### src/hdl/bprm_pkg.sv
// Package with register addresses, access codes and the gauge voltage table.
package bprm_pkg;

	localparam int GAUGE_SEGMENTS = 8;
	localparam int TABLE_SEGMENTS = 8;
	localparam int SEG_COUNT = (GAUGE_SEGMENTS < TABLE_SEGMENTS) ? GAUGE_SEGMENTS : TABLE_SEGMENTS;
	localparam int SEG_W = $clog2(TABLE_SEGMENTS);
	localparam int FRAC_BITS = 5;
	localparam int CNT_W = $clog2(FRAC_BITS);

	localparam logic [15:0] GAUGE_TABLE [0:TABLE_SEGMENTS] = '{
		16'd2684, 16'd2864, 16'd3064, 16'd3264, 16'd3444,
		16'd3644, 16'd3824, 16'd4024, 16'd4204
	};

	localparam logic [1:0] KIND_READ   = 2'd0;
	localparam logic [1:0] KIND_WRITE  = 2'd1;
	localparam logic [1:0] KIND_STATUS = 2'd2;
	localparam logic [1:0] STATE_TERMINATED = 2'b11;

	localparam logic [7:0] VERSION_BYTE = 8'h02;
	localparam logic [7:0] LEVEL_FULL   = 8'hFF;

	localparam logic [7:0] ADDR_VERSION   = 8'h00;
	localparam logic [7:0] ADDR_APPLY     = 8'h02;
	localparam logic [7:0] ADDR_FAN       = 8'h04;
	localparam logic [7:0] ADDR_SHIP      = 8'h0B;
	localparam logic [7:0] ADDR_ICHG_L    = 8'h10;
	localparam logic [7:0] ADDR_ICHG_H    = 8'h11;
	localparam logic [7:0] ADDR_ITERM_L   = 8'h12;
	localparam logic [7:0] ADDR_ITERM_H   = 8'h13;
	localparam logic [7:0] ADDR_IPRE_L    = 8'h14;
	localparam logic [7:0] ADDR_IPRE_H    = 8'h15;
	localparam logic [7:0] ADDR_VCHG_L    = 8'h16;
	localparam logic [7:0] ADDR_VCHG_H    = 8'h17;
	localparam logic [7:0] ADDR_CHG_STATE = 8'h18;
	localparam logic [7:0] ADDR_LEVEL     = 8'h24;
	localparam logic [7:0] ADDR_VBAT_L    = 8'h26;
	localparam logic [7:0] ADDR_VBAT_H    = 8'h27;

endpackage

### src/hdl/battery_pack_register_map.sv
// Battery pack register map: byte registers, status capture and serial charge gauge.
// The result is registered from ST_EXEC once the output is free; a gauge read that
// interpolates passes ST_DIV (a 5-step bit-serial divider yields the fraction one
// bit a cycle) and ST_FIN first. in_stall holds off new transactions until done.
// Reset: asynchronous on arst_n; settings, voltage and fan speed take their defaults.
module battery_pack_register_map (
	input  logic        clk,
	input  logic        arst_n,
	input  logic        in_valid,
	output logic        in_stall,
	input  logic [1:0]  kind,
	input  logic [7:0]  address,
	input  logic [7:0]  write_data,
	input  logic [15:0] batt_mv,
	input  logic [1:0]  charge_state,
	input  logic        console_powered,
	output logic        out_valid,
	input  logic        out_stall,
	output logic [7:0]  read_data,
	output logic        apply_now,
	output logic        ship_now,
	output logic        fan_update,
	output logic        fan_on,
	output logic [7:0]  fan_duty
);
	import bprm_pkg::*;

	typedef enum logic [1:0] {ST_IDLE, ST_EXEC, ST_DIV, ST_FIN} state_t;

	state_t state_q;
	logic [1:0]  kind_q;
	logic [7:0]  addr_q;
	logic [7:0]  data_q;
	logic [15:0] mv_in_q;
	logic [1:0]  cs_in_q;
	logic        pw_in_q;

	logic [15:0] ichg_q, iterm_q, ipre_q, vchg_q, vbat_q;
	logic [7:0]  fan_speed_q;
	logic [1:0]  chg_state_q;
	logic        powered_q;
	logic [7:0]  level_q;

	logic [SEG_W-1:0]     seg_q;
	logic [7:0]           den_q;
	logic [7:0]           rem_q;
	logic [FRAC_BITS-1:0] quo_q;
	logic [CNT_W-1:0]     cnt_q;

	logic out_valid_q;
	logic [7:0] read_data_q, fan_duty_q;
	logic apply_q, ship_q, fan_update_q, fan_on_q;

	logic             out_free;
	logic             out_load;
	logic             seg_found;
	logic [SEG_W-1:0] seg_idx;
	logic [15:0]      seg_lo, seg_hi;
	logic [15:0]      seg_diff, seg_span;
	logic             need_div;
	logic [7:0]       r_read, r_duty;
	logic             r_apply, r_ship, r_fupd, r_fon;
	logic [8:0]       rem_dbl;
	logic             rem_ge;

	assign out_free = !out_valid_q || !out_stall;
	assign out_load = out_free && ((state_q == ST_EXEC && !need_div) || state_q == ST_FIN);
	assign in_stall = (state_q != ST_IDLE);

	always_comb begin
		seg_found = 1'b0;
		seg_idx = '0;
		for (int i = SEG_COUNT - 1; i >= 0; i--) begin
			if (vbat_q >= GAUGE_TABLE[i] && vbat_q < GAUGE_TABLE[i+1]) begin
				seg_found = 1'b1;
				seg_idx = SEG_W'(i);
			end
		end
		seg_lo = GAUGE_TABLE[{1'b0, seg_idx}];
		seg_hi = GAUGE_TABLE[{1'b0, seg_idx} + 4'd1];
		seg_diff = vbat_q - seg_lo;
		seg_span = seg_hi - seg_lo;
	end

	assign rem_dbl = {rem_q, 1'b0};
	assign rem_ge = rem_dbl >= {1'b0, den_q};

	always_comb begin
		r_read = '0;
		r_apply = 1'b0;
		r_ship = 1'b0;
		r_fupd = 1'b0;
		r_fon = 1'b0;
		r_duty = '0;
		need_div = 1'b0;
		if (kind_q == KIND_READ || kind_q == KIND_WRITE) begin
			if (addr_q == ADDR_APPLY) begin
				r_apply = 1'b1;
				r_fupd = 1'b1;
				r_fon = powered_q && (fan_speed_q != 8'd0);
				r_duty = r_fon ? fan_speed_q : 8'd0;
			end else if (addr_q == ADDR_SHIP) begin
				r_ship = 1'b1;
			end else if (kind_q == KIND_READ) begin
				unique case (addr_q)
					ADDR_VERSION:   r_read = VERSION_BYTE;
					ADDR_FAN:       r_read = fan_speed_q;
					ADDR_ICHG_L:    r_read = ichg_q[7:0];
					ADDR_ICHG_H:    r_read = ichg_q[15:8];
					ADDR_ITERM_L:   r_read = iterm_q[7:0];
					ADDR_ITERM_H:   r_read = iterm_q[15:8];
					ADDR_IPRE_L:    r_read = ipre_q[7:0];
					ADDR_IPRE_H:    r_read = ipre_q[15:8];
					ADDR_VCHG_L:    r_read = vchg_q[7:0];
					ADDR_VCHG_H:    r_read = vchg_q[15:8];
					ADDR_CHG_STATE: r_read = {6'd0, chg_state_q};
					ADDR_LEVEL: begin
						if (chg_state_q == STATE_TERMINATED) begin
							r_read = LEVEL_FULL;
						end else begin
							r_read = level_q;
							need_div = seg_found;
						end
					end
					ADDR_VBAT_L:    r_read = vbat_q[7:0];
					ADDR_VBAT_H:    r_read = vbat_q[15:8];
					default:        r_read = '0;
				endcase
			end else if (addr_q == ADDR_FAN) begin
				r_fupd = 1'b1;
				r_fon = (data_q != 8'd0);
				r_duty = data_q;
			end
		end
	end

	always_ff @(posedge clk or negedge arst_n) begin
		if (!arst_n) begin
			state_q <= ST_IDLE;
			kind_q <= '0;
			addr_q <= '0;
			data_q <= '0;
			mv_in_q <= '0;
			cs_in_q <= '0;
			pw_in_q <= 1'b0;
			ichg_q <= 16'd4096;
			iterm_q <= 16'd256;
			ipre_q <= 16'd128;
			vchg_q <= 16'd4208;
			fan_speed_q <= 8'd255;
			vbat_q <= 16'd3700;
			chg_state_q <= '0;
			powered_q <= 1'b0;
			level_q <= '0;
			seg_q <= '0;
			den_q <= '0;
			rem_q <= '0;
			quo_q <= '0;
			cnt_q <= '0;
			out_valid_q <= 1'b0;
			read_data_q <= '0;
			apply_q <= 1'b0;
			ship_q <= 1'b0;
			fan_update_q <= 1'b0;
			fan_on_q <= 1'b0;
			fan_duty_q <= '0;
		end else begin
			if (out_valid_q && !out_stall && !out_load) begin
				out_valid_q <= 1'b0;
			end
			unique case (state_q)
				ST_IDLE: begin
					if (in_valid) begin
						kind_q <= kind;
						addr_q <= address;
						data_q <= write_data;
						mv_in_q <= batt_mv;
						cs_in_q <= charge_state;
						pw_in_q <= console_powered;
						state_q <= ST_EXEC;
					end
				end
				ST_EXEC: begin
					if (need_div) begin
						seg_q <= seg_idx;
						den_q <= seg_span[7:0];
						rem_q <= seg_diff[7:0];
						quo_q <= '0;
						cnt_q <= '0;
						state_q <= ST_DIV;
					end else if (out_free) begin
						out_valid_q <= 1'b1;
						read_data_q <= r_read;
						apply_q <= r_apply;
						ship_q <= r_ship;
						fan_update_q <= r_fupd;
						fan_on_q <= r_fon;
						fan_duty_q <= r_fon ? r_duty : 8'd0;
						state_q <= ST_IDLE;
						if (kind_q == KIND_STATUS) begin
							vbat_q <= mv_in_q;
							chg_state_q <= cs_in_q;
							powered_q <= pw_in_q;
						end
						if (kind_q == KIND_READ && addr_q == ADDR_LEVEL &&
						    chg_state_q == STATE_TERMINATED) begin
							level_q <= LEVEL_FULL;
						end
						if (kind_q == KIND_WRITE) begin
							unique case (addr_q)
								ADDR_FAN:     fan_speed_q <= data_q;
								ADDR_ICHG_L:  ichg_q[7:0] <= data_q;
								ADDR_ICHG_H:  ichg_q[15:8] <= data_q;
								ADDR_ITERM_L: iterm_q[7:0] <= data_q;
								ADDR_ITERM_H: iterm_q[15:8] <= data_q;
								ADDR_IPRE_L:  ipre_q[7:0] <= data_q;
								ADDR_IPRE_H:  ipre_q[15:8] <= data_q;
								ADDR_VCHG_L:  vchg_q[7:0] <= data_q;
								ADDR_VCHG_H:  vchg_q[15:8] <= data_q;
								default: ;
							endcase
						end
					end
				end
				ST_DIV: begin
					rem_q <= rem_ge ? 8'(rem_dbl - {1'b0, den_q}) : rem_dbl[7:0];
					quo_q <= {quo_q[FRAC_BITS-2:0], rem_ge};
					cnt_q <= cnt_q + 1'b1;
					if (cnt_q == CNT_W'(FRAC_BITS - 1)) begin
						state_q <= ST_FIN;
					end
				end
				ST_FIN: begin
					if (out_free) begin
						level_q <= {seg_q, quo_q};
						out_valid_q <= 1'b1;
						read_data_q <= {seg_q, quo_q};
						apply_q <= 1'b0;
						ship_q <= 1'b0;
						fan_update_q <= 1'b0;
						fan_on_q <= 1'b0;
						fan_duty_q <= '0;
						state_q <= ST_IDLE;
					end
				end
				default: state_q <= ST_IDLE;
			endcase
		end
	end

	assign out_valid = out_valid_q;
	assign read_data = read_data_q;
	assign apply_now = apply_q;
	assign ship_now = ship_q;
	assign fan_update = fan_update_q;
	assign fan_on = fan_on_q;
	assign fan_duty = fan_duty_q;

endmodule
### config.mk
export PLATFORM = sky130hd
export DESIGN_NAME = battery_pack_register_map
export DESIGN_NICKNAME = d
export VERILOG_FILES = /design/src/hdl/bprm_pkg.sv /design/src/hdl/battery_pack_register_map.sv
export SDC_FILE = /design/constraint.sdc
export NUM_CORES = 1
export LEC_CHECK = 0
export ABC_CLOCK_PERIOD_IN_PS = 8200
export BUFFER_PORTS_ARGS = -buffer_cell sky130_fd_sc_hd__buf_2
export CAP_MARGIN = 40
export CORE_MARGIN = 2
export CORE_UTILIZATION = 39
export DETAILED_ROUTE_END_ITERATION = 10
export PLACE_DENSITY = 0.54
export SYNTH_ARGS = -nofsm -noshare
export SYNTH_HDL_FRONTEND = slang
export SYNTH_SLANG_ARGS = --single-unit
### constraint.sdc
create_clock -name clk -period 8.2 [get_ports clk]
set_input_delay 0.41 -clock clk [delete_from_list [all_inputs] [get_ports clk]]
set_output_delay 0.41 -clock clk [all_outputs]
set_load 0.1 [all_outputs]
==> results.md <==
* Post-synth ARST share at 100%
* LEAKAGE at 4.70 nW
* Max FO, Critical Path at 10
* Rel. slew slack at ~43%
* Synthesized instance count at about 860
* Pre-antenna DRT Iters at 7
* Ys flop type: dfrtp_1
* Post-CTS Resized at 0
* Htree depth at 4
* Hpwl dp at 17300 um
* Detail Route Antenna Nets at 0
* Instance count on the critical path at 16
* Drt drc at 0
* Placement Cell Area at approximately 0.010 mm^2
* Pwr Density at between 200 and 300 mW/mm^2
* Critical path startpoint category: flip-flop
* CTS root buf: clkbuf_16
* GRT overflow at 0
* Final Hold Vio Count at 0
* Overall Global Routing Usage at 20.3%
* Total negative setup slack at 0 ns
* Tightest Pin Transition at 0.847 ns
* Final cell count without fillers at 1236
* Area delta synth->final at 13.2%
* Req. time, crit path at 8.51 ns
* Largest net degree at the start of global routing at 88
* Status: completed
* Via count at 6828
* Worst EP arrival at 4.21 ns
* Post-synth EDFFs at 0
* Critical path type: flip-flop to flip-flop
* Slew Viols, Final at 0
* Capture point of the worst reg-to-reg path: den_q[7]
* Tmin final at 3.90 ns
* Max VDD drop at 0.184 mV
* First-pass GRT wire length at 38500 um
* Yosys warning total at 0
* Util after Layout at 45.0%
* Reg2reg start: vbat_q[6]
* Number of distinct library cells after synthesis at 69
* RSZ-0062 raised after global routing: false
* Hold_buf cts at 0
* Crit-path slowest cell: dfstp_2
* Top cell type by total area after synthesis: dfrtp_1
* Area of the core at 0.0235 mm^2
* Crit-path leading delay family: compound AO/OA/AOI/OAI gates
* Proportion of layout cells with a drive suffix above 1 at roughly 30%
* Final RePlAce weighted congestion at 0.869
* Most frequent cell after synthesis: dfrtp_1
* Site Rows at 56
* Mapped Area at 0.00933 mm^2
* Met2 Use GR at 30.8%
* Via/cell ratio at 5.52
* Die area at roughly 0.025 mm^2
* CP Capture Type: flip-flop
* Ports at 63
* Peak Freq at 0.257 GHz
* Max clock buf depth at 2
* Synthesized flop and latch total at 184
* # nets final at 969
* Crit-path max cell delay at between 0.6 and 0.7 ns
* Number of global-route vias before repair at 6752
* Max cap viols at 0
* Largest cells by area after synthesis: dfrtp_1, mux2_2, dfstp_2
* Post-synthesis sequential area ratio at between 40 and 50%
* FF-to-FF setup slack at approximately 4.3 ns
* Crit path from: vbat_q[6]
* Setup violators final at 0
* Syn Area/Cell at between 10 and 15 um^2
* Clock transition at the registers of the reported paths at 0.08 ns
* Post-Syn Nets at 921
* Die X at 159 um
* Clk_lat worst skew at 0.44 ns
* Number of port buffers at 62
* Total clock buffers created by CTS at 17
* Placed insts at 1204
* Initial Utilization at 39.7%
* Die H at 159 um
* Worst hold path class: input port to asynchronous set/reset pin
* Final period util at 47.5%
* Routed WL at around 24000 um
* Antenna cell count at 0
* Post-CTS Setup Bufs at 0
* WL per Instance at 19.5 um
* Iteration-0 DRC Markers at 492
* M1 GR Usage at 29.7%
* Gr busiest metal: met2
* Clk sinks at 184
* Worst path bufs/invs at 2
* Top post-synthesis cells by count: dfrtp_1, mux2_2, nand2_1
* Worst r2r path cells at 16
* Met3 GRT Util at 3.40%
* Post-Route Skew at 0.0130 ns
* Critical-path cell list: o2111a_1 > o21a_1 > o22a_1 > nor2b_1 > inv_1 > ha_1 > inv_1 > nand2_1 > a21boi_0 > nand2_1 > ha_1 > nand3_1 > a21oi_1 > a2111oi_2 > xnor2_1 > o21ai_1
* CTS tree: done
* Final Cell Area at around 0.011 mm^2
* Worst setup endpoint: den_q[7]
* Share of the synthesized area in the top cell type at 43.5%
* Antenna violations before repair at 0
==> cells in the final DEF (no fill, tap or decap), drive strengths merged, types with 23 or more instances in the layout <==
cell | netlist | routed
nor2 | 54 | 54
a21oi | 57 | 57
buf | 15 | 71
mux2 | 129 | 129
inv | 27 | 34
nand2 | 83 | 83
dfrtp | 162 | 162
o21ai | 46 | 46
nand3 | 23 | 23
==> state kept, by name, indices dropped and copies added, names as in the netlist, 6 cells and up <==
register,cells
vchg_q,16
den_q,6
addr_q,8
read_data,8
vbat_q,16
mv_in_q,16
ipre_q,16
fan_duty,8
ichg_q,16
fan_speed_q,8
data_q,8
rem_q,8
level_q,8
iterm_q,16
==> power breakdown <==
part / total (mW) / internal (mW) / switching (mW) / leakage [nW]
registers: 1.40 / 1.10 / 0.298 / 2.31
clock network: 0.864 / 0.469 / 0.394 / 0.292
logic: 0.788 / 0.358 / 0.430 / 2.09
total: 3.05 / 1.93 / 1.12 / 4.70
==> area by class of cell <==
type / count / area, um^2
fill: 2252 / 12900
sequential: 184 / 4630
multi-input combinational: 602 / 4400
clock buffer: 19 / 443
timing repair buffer: 72 / 427
tap: 319 / 399
clock inverter: 13 / 163
inverter: 27 / 101
==> worst register-to-register path, delay by kind of cell, from the launching register on <==
family | cells | cell delay [ns]
DFF | 1 | 0.64
adders and majority gates | 2 | 0.63
xor gates and xnor gates | 1 | 0.16
buffers and inverters | 2 | 0.26
AOI/OAI and AO/OA | 7 | 1.39
and+or+nand+nor | 4 | 0.69
==> through the flow <==
stage,hold WS [ns],setup WS (ns),power (mW)
floorplan,0.114,4.70,1.92
global placement,0.462,4.42,2.17
detailed placement,0.466,4.36,2.20
CTS,0.0632,4.32,3.07
global route,0.0750,3.93,3.22
finish,0.00702,4.30,3.05
==> cell families after synthesis <==
group                      Yosys count  share of synthesized area [%]
AOI/OAI and AO/OA                  185                           12.7
xor gates and xnor gates            12                           1.13
adders and majority gates           24                           3.38
buffers and inverters               70                           3.30
DFF                                184                           49.7
muxes                              140                           17.0
and+or+nand+nor                    241                           12.8
==> metal layers <==
| metal | share of wire [%] | vias up | wire [um] |
|---|---|---|---|
| li1 | - | 3212 | - |
| met1 | 49 | 3439 | 11800 |
| met2 | 45 | 156 | 10900 |
| met3 | 4.1 | 21 | 982 |
| met4 | 1.6 | 0 | 383 |
| met5 | 0 | - | 0 |
==> worst min-delay path by stage <==
stage / slack, ns / endpoint
4_1_cts: 0.06 / rem_q[4]
6_report: 0.007 / rem_q[4]
3_5_place_dp: 0.47 / fan_duty[7]
5_1_grt: 0.07 / rem_q[4]
2_1_floorplan: 0.11 / addr_q[0]
3_3_place_gp: 0.46 / read_data[2]
Power figures use the tool's default switching activity.
